[config.mk]
export PLATFORM = sky130hd
export DESIGN_NAME = sorted_list_insert_merge
export DESIGN_NICKNAME = d
export VERILOG_FILES = /design/src/hdl/slim_pkg.sv /design/src/hdl/slim_ram.sv /design/src/hdl/slim_ctrl.sv /design/src/hdl/sorted_list_insert_merge.sv
export SDC_FILE = /design/constraint.sdc
export NUM_CORES = 2
export LEC_CHECK = 0
export BUFFER_PORTS_ARGS = -buffer_cell sky130_fd_sc_hd__buf_2
export CORE_UTILIZATION = 35
export DETAILED_ROUTE_END_ITERATION = 12
export SYNTH_ARGS = -nofsm -noshare
export SYNTH_HDL_FRONTEND = slang
export SYNTH_HIERARCHICAL = 1
export SYNTH_SLANG_ARGS = --single-unit
[constraint.sdc]
create_clock -name aclk -period 13.9 [get_ports aclk]
set_input_delay 1.39 -clock aclk [delete_from_list [all_inputs] [get_ports aclk]]
set_output_delay 1.39 -clock aclk [all_outputs]
set_load 0.03 [all_outputs]
[src/hdl/slim_pkg.sv]
// shared types and constants for the sorted list insert and merge block
`timescale 1ns / 1ps

package slim_pkg;

    localparam int DATA_W      = 32;
    localparam int OUT_CNT_W   = 6;
    localparam int OUT_CNT_MAX = 63;
    localparam int MAX_RESULTS = 32;

    typedef enum logic [1:0] {
        OP_INSERT = 2'd0,
        OP_MERGE  = 2'd1,
        OP_READ   = 2'd2,
        OP_CLEAR  = 2'd3
    } op_t;

    typedef enum logic [2:0] {
        ST_IDLE,
        ST_INS_RD,
        ST_INS_WR,
        ST_MRG_RD,
        ST_MRG_WR,
        ST_RD_RD,
        ST_RD_OUT,
        ST_EMIT
    } state_t;

    typedef struct packed {
        op_t                       operation;
        logic                      list_select;
        logic signed [DATA_W-1:0]  value;
    } in_beat_t;

    typedef struct packed {
        logic signed [DATA_W-1:0]  entry_value;
        logic [OUT_CNT_W-1:0]      entry_count;
        logic                      is_empty;
        logic                      overflowed;
        logic                      last_of_run;
    } out_beat_t;

endpackage

[src/hdl/slim_ram.sv]
// list entry storage, one write port and one registered read port
`timescale 1ns / 1ps

module slim_ram
    import slim_pkg::*;
#(
    parameter int DEPTH = 32,
    parameter int AW    = 5
) (
    input  logic                     aclk,
    input  logic                     we,
    input  logic [AW-1:0]            waddr,
    input  logic signed [DATA_W-1:0] wdata,
    input  logic                     re,
    input  logic [AW-1:0]            raddr,
    output logic signed [DATA_W-1:0] rdata
);

    logic signed [DATA_W-1:0] mem [DEPTH];
    logic signed [DATA_W-1:0] rdata_reg;

    always_ff @(posedge aclk) begin
        if (we) begin
            mem[waddr] <= wdata;
        end
    end

    always_ff @(posedge aclk) begin
        if (re) begin
            rdata_reg <= mem[raddr];
        end
    end

    assign rdata = rdata_reg;

endmodule

[src/hdl/slim_ctrl.sv]
// sequencer with shared signed comparator, list counters and result register
`timescale 1ns / 1ps

module slim_ctrl
    import slim_pkg::*;
#(
    parameter int CAP = 32,
    parameter int IW  = 5,
    parameter int CW  = 6
) (
    input  logic                     aclk,
    input  logic                     aresetn,
    input  logic                     s_valid,
    output logic                     s_ready,
    input  in_beat_t                 s_data,
    output logic                     m_valid,
    input  logic                     m_ready,
    output out_beat_t                m_data,
    output logic                     a_we,
    output logic [IW-1:0]            a_waddr,
    output logic signed [DATA_W-1:0] a_wdata,
    output logic [IW-1:0]            a_raddr,
    input  logic signed [DATA_W-1:0] a_rdata,
    output logic                     b_we,
    output logic [IW-1:0]            b_waddr,
    output logic signed [DATA_W-1:0] b_wdata,
    output logic [IW-1:0]            b_raddr,
    input  logic signed [DATA_W-1:0] b_rdata,
    output logic                     rd_en
);

    localparam int LIM_MAX = (CAP < MAX_RESULTS) ? CAP : MAX_RESULTS;
    localparam logic [CW-1:0] CAP_C = CW'(CAP);
    localparam logic [CW-1:0] LIM_C = CW'(LIM_MAX);

    state_t                   state_reg, state_next;
    op_t                      op_reg, op_next;
    logic                     sel_reg, sel_next;
    logic signed [DATA_W-1:0] val_reg, val_next;
    logic [CW-1:0]            cnt_a_reg, cnt_a_next;
    logic [CW-1:0]            cnt_b_reg, cnt_b_next;
    logic [CW-1:0]            ptr_reg, ptr_next;
    logic [CW-1:0]            jb_reg, jb_next;
    logic [CW-1:0]            lim_reg, lim_next;
    logic                     ovf_reg, ovf_next;
    logic                     m_valid_reg, m_valid_next;
    out_beat_t                m_data_reg, m_data_next;

    logic [CW-1:0]            in_cnt, sel_cnt, room, jb_init;
    logic [CW-1:0]            ptr_dec, jb_dec, mrg_pos, ptr_inc, rpt_cnt;
    logic signed [DATA_W-1:0] rd_sel, cmp_lhs, cmp_rhs;
    logic                     cmp_ge, out_free, rd_last;
    logic                     wr_en, wr_to_b;
    logic [IW-1:0]            wr_addr;
    logic signed [DATA_W-1:0] wr_data;
    logic [OUT_CNT_W-1:0]     cnt_sat;

    always_ff @(posedge aclk) begin
        if (!aresetn) begin
            state_reg   <= ST_IDLE;
            cnt_a_reg   <= '0;
            cnt_b_reg   <= '0;
            m_valid_reg <= 1'b0;
        end else begin
            state_reg   <= state_next;
            cnt_a_reg   <= cnt_a_next;
            cnt_b_reg   <= cnt_b_next;
            m_valid_reg <= m_valid_next;
        end
    end

    always_ff @(posedge aclk) begin
        op_reg     <= op_next;
        sel_reg    <= sel_next;
        val_reg    <= val_next;
        ptr_reg    <= ptr_next;
        jb_reg     <= jb_next;
        lim_reg    <= lim_next;
        ovf_reg    <= ovf_next;
        m_data_reg <= m_data_next;
    end

    assign in_cnt   = s_data.list_select ? cnt_b_reg : cnt_a_reg;
    assign sel_cnt  = sel_reg ? cnt_b_reg : cnt_a_reg;
    assign room     = CAP_C - cnt_a_reg;
    assign jb_init  = (cnt_b_reg > room) ? room : cnt_b_reg;
    assign ptr_dec  = ptr_reg - 1'b1;
    assign ptr_inc  = ptr_reg + 1'b1;
    assign jb_dec   = jb_reg - 1'b1;
    assign mrg_pos  = ptr_reg + jb_dec;
    assign rd_sel   = sel_reg ? b_rdata : a_rdata;
    assign out_free = !m_valid_reg || m_ready;
    assign rd_last  = (ptr_inc == lim_reg);
    assign rpt_cnt  = (op_reg == OP_MERGE) ? cnt_a_reg : sel_cnt;
    assign cnt_sat  = (int'(rpt_cnt) > OUT_CNT_MAX) ? OUT_CNT_W'(OUT_CNT_MAX)
                                                    : OUT_CNT_W'(rpt_cnt);

    // shared signed comparator
    assign cmp_lhs = (state_reg == ST_MRG_WR) ? b_rdata : rd_sel;
    assign cmp_rhs = (state_reg == ST_MRG_WR) ? a_rdata : val_reg;
    assign cmp_ge  = (cmp_lhs >= cmp_rhs);

    always_comb begin
        state_next   = state_reg;
        op_next      = op_reg;
        sel_next     = sel_reg;
        val_next     = val_reg;
        cnt_a_next   = cnt_a_reg;
        cnt_b_next   = cnt_b_reg;
        ptr_next     = ptr_reg;
        jb_next      = jb_reg;
        lim_next     = lim_reg;
        ovf_next     = ovf_reg;
        m_valid_next = m_valid_reg && !m_ready;
        m_data_next  = m_data_reg;
        wr_en        = 1'b0;
        wr_to_b      = sel_reg;
        wr_addr      = ptr_reg[IW-1:0];
        wr_data      = val_reg;
        rd_en        = 1'b0;
        a_raddr      = ptr_dec[IW-1:0];
        b_raddr      = ptr_dec[IW-1:0];

        unique case (state_reg)
            ST_IDLE: begin
                if (s_valid) begin
                    op_next  = s_data.operation;
                    sel_next = s_data.list_select;
                    val_next = s_data.value;
                    ovf_next = 1'b0;
                    unique case (s_data.operation)
                        OP_INSERT: begin
                            if (in_cnt == CAP_C) begin
                                ovf_next   = 1'b1;
                                state_next = ST_EMIT;
                            end else begin
                                ptr_next   = in_cnt;
                                state_next = ST_INS_RD;
                            end
                        end
                        OP_MERGE: begin
                            ovf_next   = (cnt_b_reg > room);
                            ptr_next   = cnt_a_reg;
                            jb_next    = jb_init;
                            cnt_a_next = cnt_a_reg + jb_init;
                            cnt_b_next = '0;
                            state_next = ST_MRG_RD;
                        end
                        OP_READ: begin
                            if (in_cnt == '0) begin
                                state_next = ST_EMIT;
                            end else begin
                                ptr_next   = '0;
                                lim_next   = (int'(in_cnt) > LIM_MAX) ? LIM_C : in_cnt;
                                state_next = ST_RD_RD;
                            end
                        end
                        OP_CLEAR: begin
                            if (s_data.list_select) begin
                                cnt_b_next = '0;
                            end else begin
                                cnt_a_next = '0;
                            end
                            state_next = ST_EMIT;
                        end
                    endcase
                end
            end
            ST_INS_RD: begin
                if (ptr_reg == '0) begin
                    wr_en = 1'b1;
                    if (sel_reg) begin
                        cnt_b_next = cnt_b_reg + 1'b1;
                    end else begin
                        cnt_a_next = cnt_a_reg + 1'b1;
                    end
                    state_next = ST_EMIT;
                end else begin
                    rd_en      = 1'b1;
                    state_next = ST_INS_WR;
                end
            end
            ST_INS_WR: begin
                wr_en = 1'b1;
                if (cmp_ge) begin
                    wr_data    = rd_sel;
                    ptr_next   = ptr_dec;
                    state_next = ST_INS_RD;
                end else begin
                    if (sel_reg) begin
                        cnt_b_next = cnt_b_reg + 1'b1;
                    end else begin
                        cnt_a_next = cnt_a_reg + 1'b1;
                    end
                    state_next = ST_EMIT;
                end
            end
            ST_MRG_RD: begin
                if (jb_reg == '0) begin
                    state_next = ST_EMIT;
                end else begin
                    rd_en      = 1'b1;
                    b_raddr    = jb_dec[IW-1:0];
                    state_next = ST_MRG_WR;
                end
            end
            ST_MRG_WR: begin
                // fill list a from the tail, larger of the two list tails first
                wr_en   = 1'b1;
                wr_to_b = 1'b0;
                wr_addr = mrg_pos[IW-1:0];
                if (ptr_reg != '0 && !cmp_ge) begin
                    wr_data  = a_rdata;
                    ptr_next = ptr_dec;
                end else begin
                    wr_data = b_rdata;
                    jb_next = jb_dec;
                end
                state_next = ST_MRG_RD;
            end
            ST_RD_RD: begin
                rd_en      = 1'b1;
                a_raddr    = ptr_reg[IW-1:0];
                b_raddr    = ptr_reg[IW-1:0];
                state_next = ST_RD_OUT;
            end
            ST_RD_OUT: begin
                if (out_free) begin
                    m_valid_next            = 1'b1;
                    m_data_next.entry_value = rd_sel;
                    m_data_next.entry_count = cnt_sat;
                    m_data_next.is_empty    = 1'b0;
                    m_data_next.overflowed  = 1'b0;
                    m_data_next.last_of_run = rd_last;
                    ptr_next                = ptr_inc;
                    state_next              = rd_last ? ST_IDLE : ST_RD_RD;
                end
            end
            ST_EMIT: begin
                if (out_free) begin
                    m_valid_next            = 1'b1;
                    m_data_next.entry_value = '0;
                    m_data_next.entry_count = cnt_sat;
                    m_data_next.is_empty    = (op_reg == OP_READ);
                    m_data_next.overflowed  = ovf_reg;
                    m_data_next.last_of_run = 1'b1;
                    state_next              = ST_IDLE;
                end
            end
        endcase
    end

    assign a_we    = wr_en && !wr_to_b;
    assign b_we    = wr_en && wr_to_b;
    assign a_waddr = wr_addr;
    assign b_waddr = wr_addr;
    assign a_wdata = wr_data;
    assign b_wdata = wr_data;

    assign s_ready = (state_reg == ST_IDLE);
    assign m_valid = m_valid_reg;
    assign m_data  = m_data_reg;

endmodule

[src/hdl/sorted_list_insert_merge.sv]
// top level: two sorted list memories under one insert, merge and read sequencer
// insert: entries not below the new value move one place toward the tail, then the value is written
// merge: list b entries are placed into list a from the tail, moving a entries behind them
// read out: one beat per entry, up to MAX_RESULTS; clear, empty read, insert into full list: a single beat
// one item at a time; while a result beat is stalled, the sequencer waits to give its next beat until it is taken
// reset clears both counts and the result valid flag; result data and entry memories are not cleared
`timescale 1ns / 1ps

module sorted_list_insert_merge
    import slim_pkg::*;
#(
    parameter int LIST_CAPACITY = 32
) (
    input  logic      aclk,
    input  logic      aresetn,
    input  logic      s_valid,
    output logic      s_ready,
    input  in_beat_t  s_data,
    output logic      m_valid,
    input  logic      m_ready,
    output out_beat_t m_data
);

    localparam int IW = $clog2(LIST_CAPACITY);
    localparam int CW = $clog2(LIST_CAPACITY + 1);

    logic                     a_we, b_we, rd_en;
    logic [IW-1:0]            a_waddr, a_raddr, b_waddr, b_raddr;
    logic signed [DATA_W-1:0] a_wdata, a_rdata, b_wdata, b_rdata;

    slim_ctrl #(
        .CAP (LIST_CAPACITY),
        .IW  (IW),
        .CW  (CW)
    ) u_ctrl (
        .aclk    (aclk),
        .aresetn (aresetn),
        .s_valid (s_valid),
        .s_ready (s_ready),
        .s_data  (s_data),
        .m_valid (m_valid),
        .m_ready (m_ready),
        .m_data  (m_data),
        .a_we    (a_we),
        .a_waddr (a_waddr),
        .a_wdata (a_wdata),
        .a_raddr (a_raddr),
        .a_rdata (a_rdata),
        .b_we    (b_we),
        .b_waddr (b_waddr),
        .b_wdata (b_wdata),
        .b_raddr (b_raddr),
        .b_rdata (b_rdata),
        .rd_en   (rd_en)
    );

    slim_ram #(
        .DEPTH (LIST_CAPACITY),
        .AW    (IW)
    ) u_list_a (
        .aclk  (aclk),
        .we    (a_we),
        .waddr (a_waddr),
        .wdata (a_wdata),
        .re    (rd_en),
        .raddr (a_raddr),
        .rdata (a_rdata)
    );

    slim_ram #(
        .DEPTH (LIST_CAPACITY),
        .AW    (IW)
    ) u_list_b (
        .aclk  (aclk),
        .we    (b_we),
        .waddr (b_waddr),
        .wdata (b_wdata),
        .re    (rd_en),
        .raddr (b_raddr),
        .rdata (b_rdata)
    );

endmodule
==> qor.txt <==
Seq cells post-synth: 2223
Req. time, crit path: 14.37 ns
Yosys cell types: 68
Final Util: 39.5%
VDD IR max: 0.340 mV
Crit path arrival time: 7.86 ns
Port bufs: 81
Worst-Skew Late Latency: 0.86 ns
R2r worst-path depth: 15
Num rows: 185
Top-Level Pins: 82
Hold Crit Class: reg2reg
Pre-Repair DR Iteration Count: 5
Reg power frac: 38.0%
Chip width: 510 um
Clock Path Buffers: 3
Die area: 260000 um^2
Total CTS buffers: 205
Htree depth: 4
Mean area per synthesized cell: 16.7 um^2
Vias in the first global route: 47.7k
Post-synth ARST share: 0%
Syn-to-layout area delta: 11.8%
Top cells by area, synth: edfxtp_1 (73%), mux2i_1 (12%), a22oi_1 (1.6%)
Mapped Nets: 5497
Crit-path cells: inv_1, nor3_2, buf_4, nor2_4, buf_4, mux2i_1, ha_1, nand2b_1, a2111o_1, a311oi_1, a31oi_1, nor3_2, a22o_1, and2_1, a221o_2
Global-route usage over all layers: 18.6%
CTS tree: built
Maxcap violations: 0
Worst-path clk slew: 0.07 ns
Leak: 35.3 nW
Fill count: 23.0k
Startpoint Class: flop
Hold-fix buffers, CTS: 0
CTS Sinks: 2223
Worst-Margin Slew: 1.21 ns
Initial antenna violation count: 3
Main flop type after synthesis: edfxtp_1
Most frequent cell after synthesis: edfxtp_1
Logic pwr share: 41.2%
Hold_ws: 0.552 ns
Die Height: 510 um
# setup viols final: 0
Vias/cell: 5.46
Worst R2R Start: u_ctrl/state_reg[2]$_SDFFE_PN0P_
Total Wirelength: 246 mm
Antenna Nets Post-Route: 0
Layout cell share with drive strength beyond 1: 11.6%
Kind of critical path: reg2reg
Status: finished, final reports clean
Slew Limit Fails: 0
Root Driver: clkbuf_16
Largest net degree at the start of global routing: 128
Post-CTS sizing: 0
Seq. cell area: 66600 um^2
Worst hold start: u_ctrl/ovf_reg$_DFFE_PP_
RSZ-0062 raised after global routing: no
Top post-synthesis cells by count: edfxtp_1 (2207), mux2i_1 (1103), nand2_1 (255)
DRC errors left: 0
Multi-input gate area: 22200 um^2
Worst Setup End Kind: flop
Period Utilization, post-route: 53.1%
Crit-path max cell delay: 0.99 ns
Core Box Area: 255000 um^2
Final TNS setup: 0 ns
Clock Skew: 0.0513 ns
Worst setup path startpoint: u_ctrl/state_reg[2]$_SDFFE_PN0P_
WHS Path Cells: 1
Post-synthesis sequential area ratio: 73.8%
Initial DRC Count: 4771
Via count: 49.1k
Synthesized instance count: 5398
Net Sw Frac: 39.3%
Placed Instances: 8622
Synth area leader: edfxtp_1
Fin crit period: 7.38 ns
Final hold violation count: 0
Post-CTS setup buffers: 0
Hpwl dp: 126 mm
Wire length per cell: 27.3 um
Finished Layout Cells: 9001
Final Wtd Congestion: 0.854
Nets@finish: 5562
Yosys top cell area share: 73.5%
EDFF count, synth: 2207
Worst path slowest cell: a22o_1
Pwr per Cell Area: 259 nW/um^2
Fmax: 135 MHz
Post-Syn Area: 90200 um^2
Power share of the clock group: 20.8%
Starting Density: 35.4%
Remaining Overflow, GRT: 0
Slew margin rel.: 19.0%
First-pass GRT wire length: 347 mm
Yosys Warn Count: 6
Worst-path fanout max: 64
Internal: 15.8 mW
Sw power: 10.2 mW
## worst paths after layout
check	slack, ns	end
setup / recovery	6.52	u_list_a/mem[6][7]$_DFFE_PP_
hold / removal	0.55	u_ctrl/m_data[1]$_SDFFCE_PN0P_
setup reg to reg	6.52	u_list_a/mem[6][7]$_DFFE_PP_
hold reg to reg	0.55	u_ctrl/m_data[1]$_SDFFCE_PN0P_
## final cells by class
type                            instances  share of cell area, %
Clock inverter                        116                  0.975
Timing Repair Buffer                  198                   1.35
Multi-Input combinational cell       2805                   22.0
Inverter                               30                  0.119
Antenna cell                            5                 0.0124
Tap cell                             3366                   4.18
Sequential cell                      2223                   66.0
Clock buffer                          258                   5.34
## cells by family after synthesis
| kind of cell | count (synthesis) | synth area share (%) |
|---|---|---|
| AO/OA/AOI/OAI | 777 | 5.91 |
| buffers and inverters | 370 | 2.32 |
| multiplexers | 1140 | 12.7 |
| AND/OR/NAND/NOR | 795 | 4.06 |
| XOR/XNOR | 33 | 0.320 |
| adder cells (fa/ha/maj) | 60 | 0.849 |
| flip-flops | 2223 | 73.8 |
## layer usage
layer / up-vias / part of all wire (%) / global-route usage [%]
met4: 0 / 4.3 / 8.05
li1: 21400 / - / -
met1: 25600 / 40 / 22.9
met5: - / 0 / 0
met2: 1734 / 51 / 32.6
met3: 426 / 5.5 / 2.17
## layout by cell type (no fill, tap or decap), types with 8 or more instances in the layout
cell	count
dfxtp_1	16
a21o_1	8
a221o_2	28
and2_1	30
nor2_4	68
ha_1	58
nor3_1	81
clkbuf_1	50
o21ai_0	29
clkinv_2	40
a21oi_1	244
a22oi_1	198
xnor2_1	14
xor2_1	18
nor2_1	77
nand2_1	254
buf_4	111
bufinv_16	13
inv_1	27
a31oi_1	73
edfxtp_1	2207
clkinv_1	47
nand3b_1	13
o31ai_1	8
mux2_2	37
clkbuf_16	207
a22o_1	129
buf_2	81
mux2i_1	1103
nand2b_1	9
nand3_1	211
## power groups by stage
stage                     Clock, mW  Sequential (mW)  Combinational, mW
after CTS                      5.49             9.89               10.7
final                          5.42             9.91               10.7
after global placement            0             10.0               10.5
after detailed placement          0             10.0               10.7
after global routing           5.74             9.93               11.4
after floorplan                   0             9.81               7.34
## worst max-delay path, delay by kind of cell (launching register included)
family / cells / cell delay (ns)
compound gates: 5 / 3.42
simple gates: 5 / 1.36
flops: 1 / 0.86
buf+inv: 3 / 0.80
fa+ha+maj: 1 / 0.30
mux: 1 / 0.18
## stage by stage
step / worst slack (ns) / cell area [um^2] / power [mW]
global placement: 6.88 / 94400 / 20.5
CTS: 6.76 / 101000 / 26.1
detailed placement: 6.81 / 94400 / 20.7
floorplan: 7.11 / 90200 / 17.1
global route: 6.45 / 101000 / 27.1
finish: 6.52 / 101000 / 26.1
(Power assumes the default switching activity.)
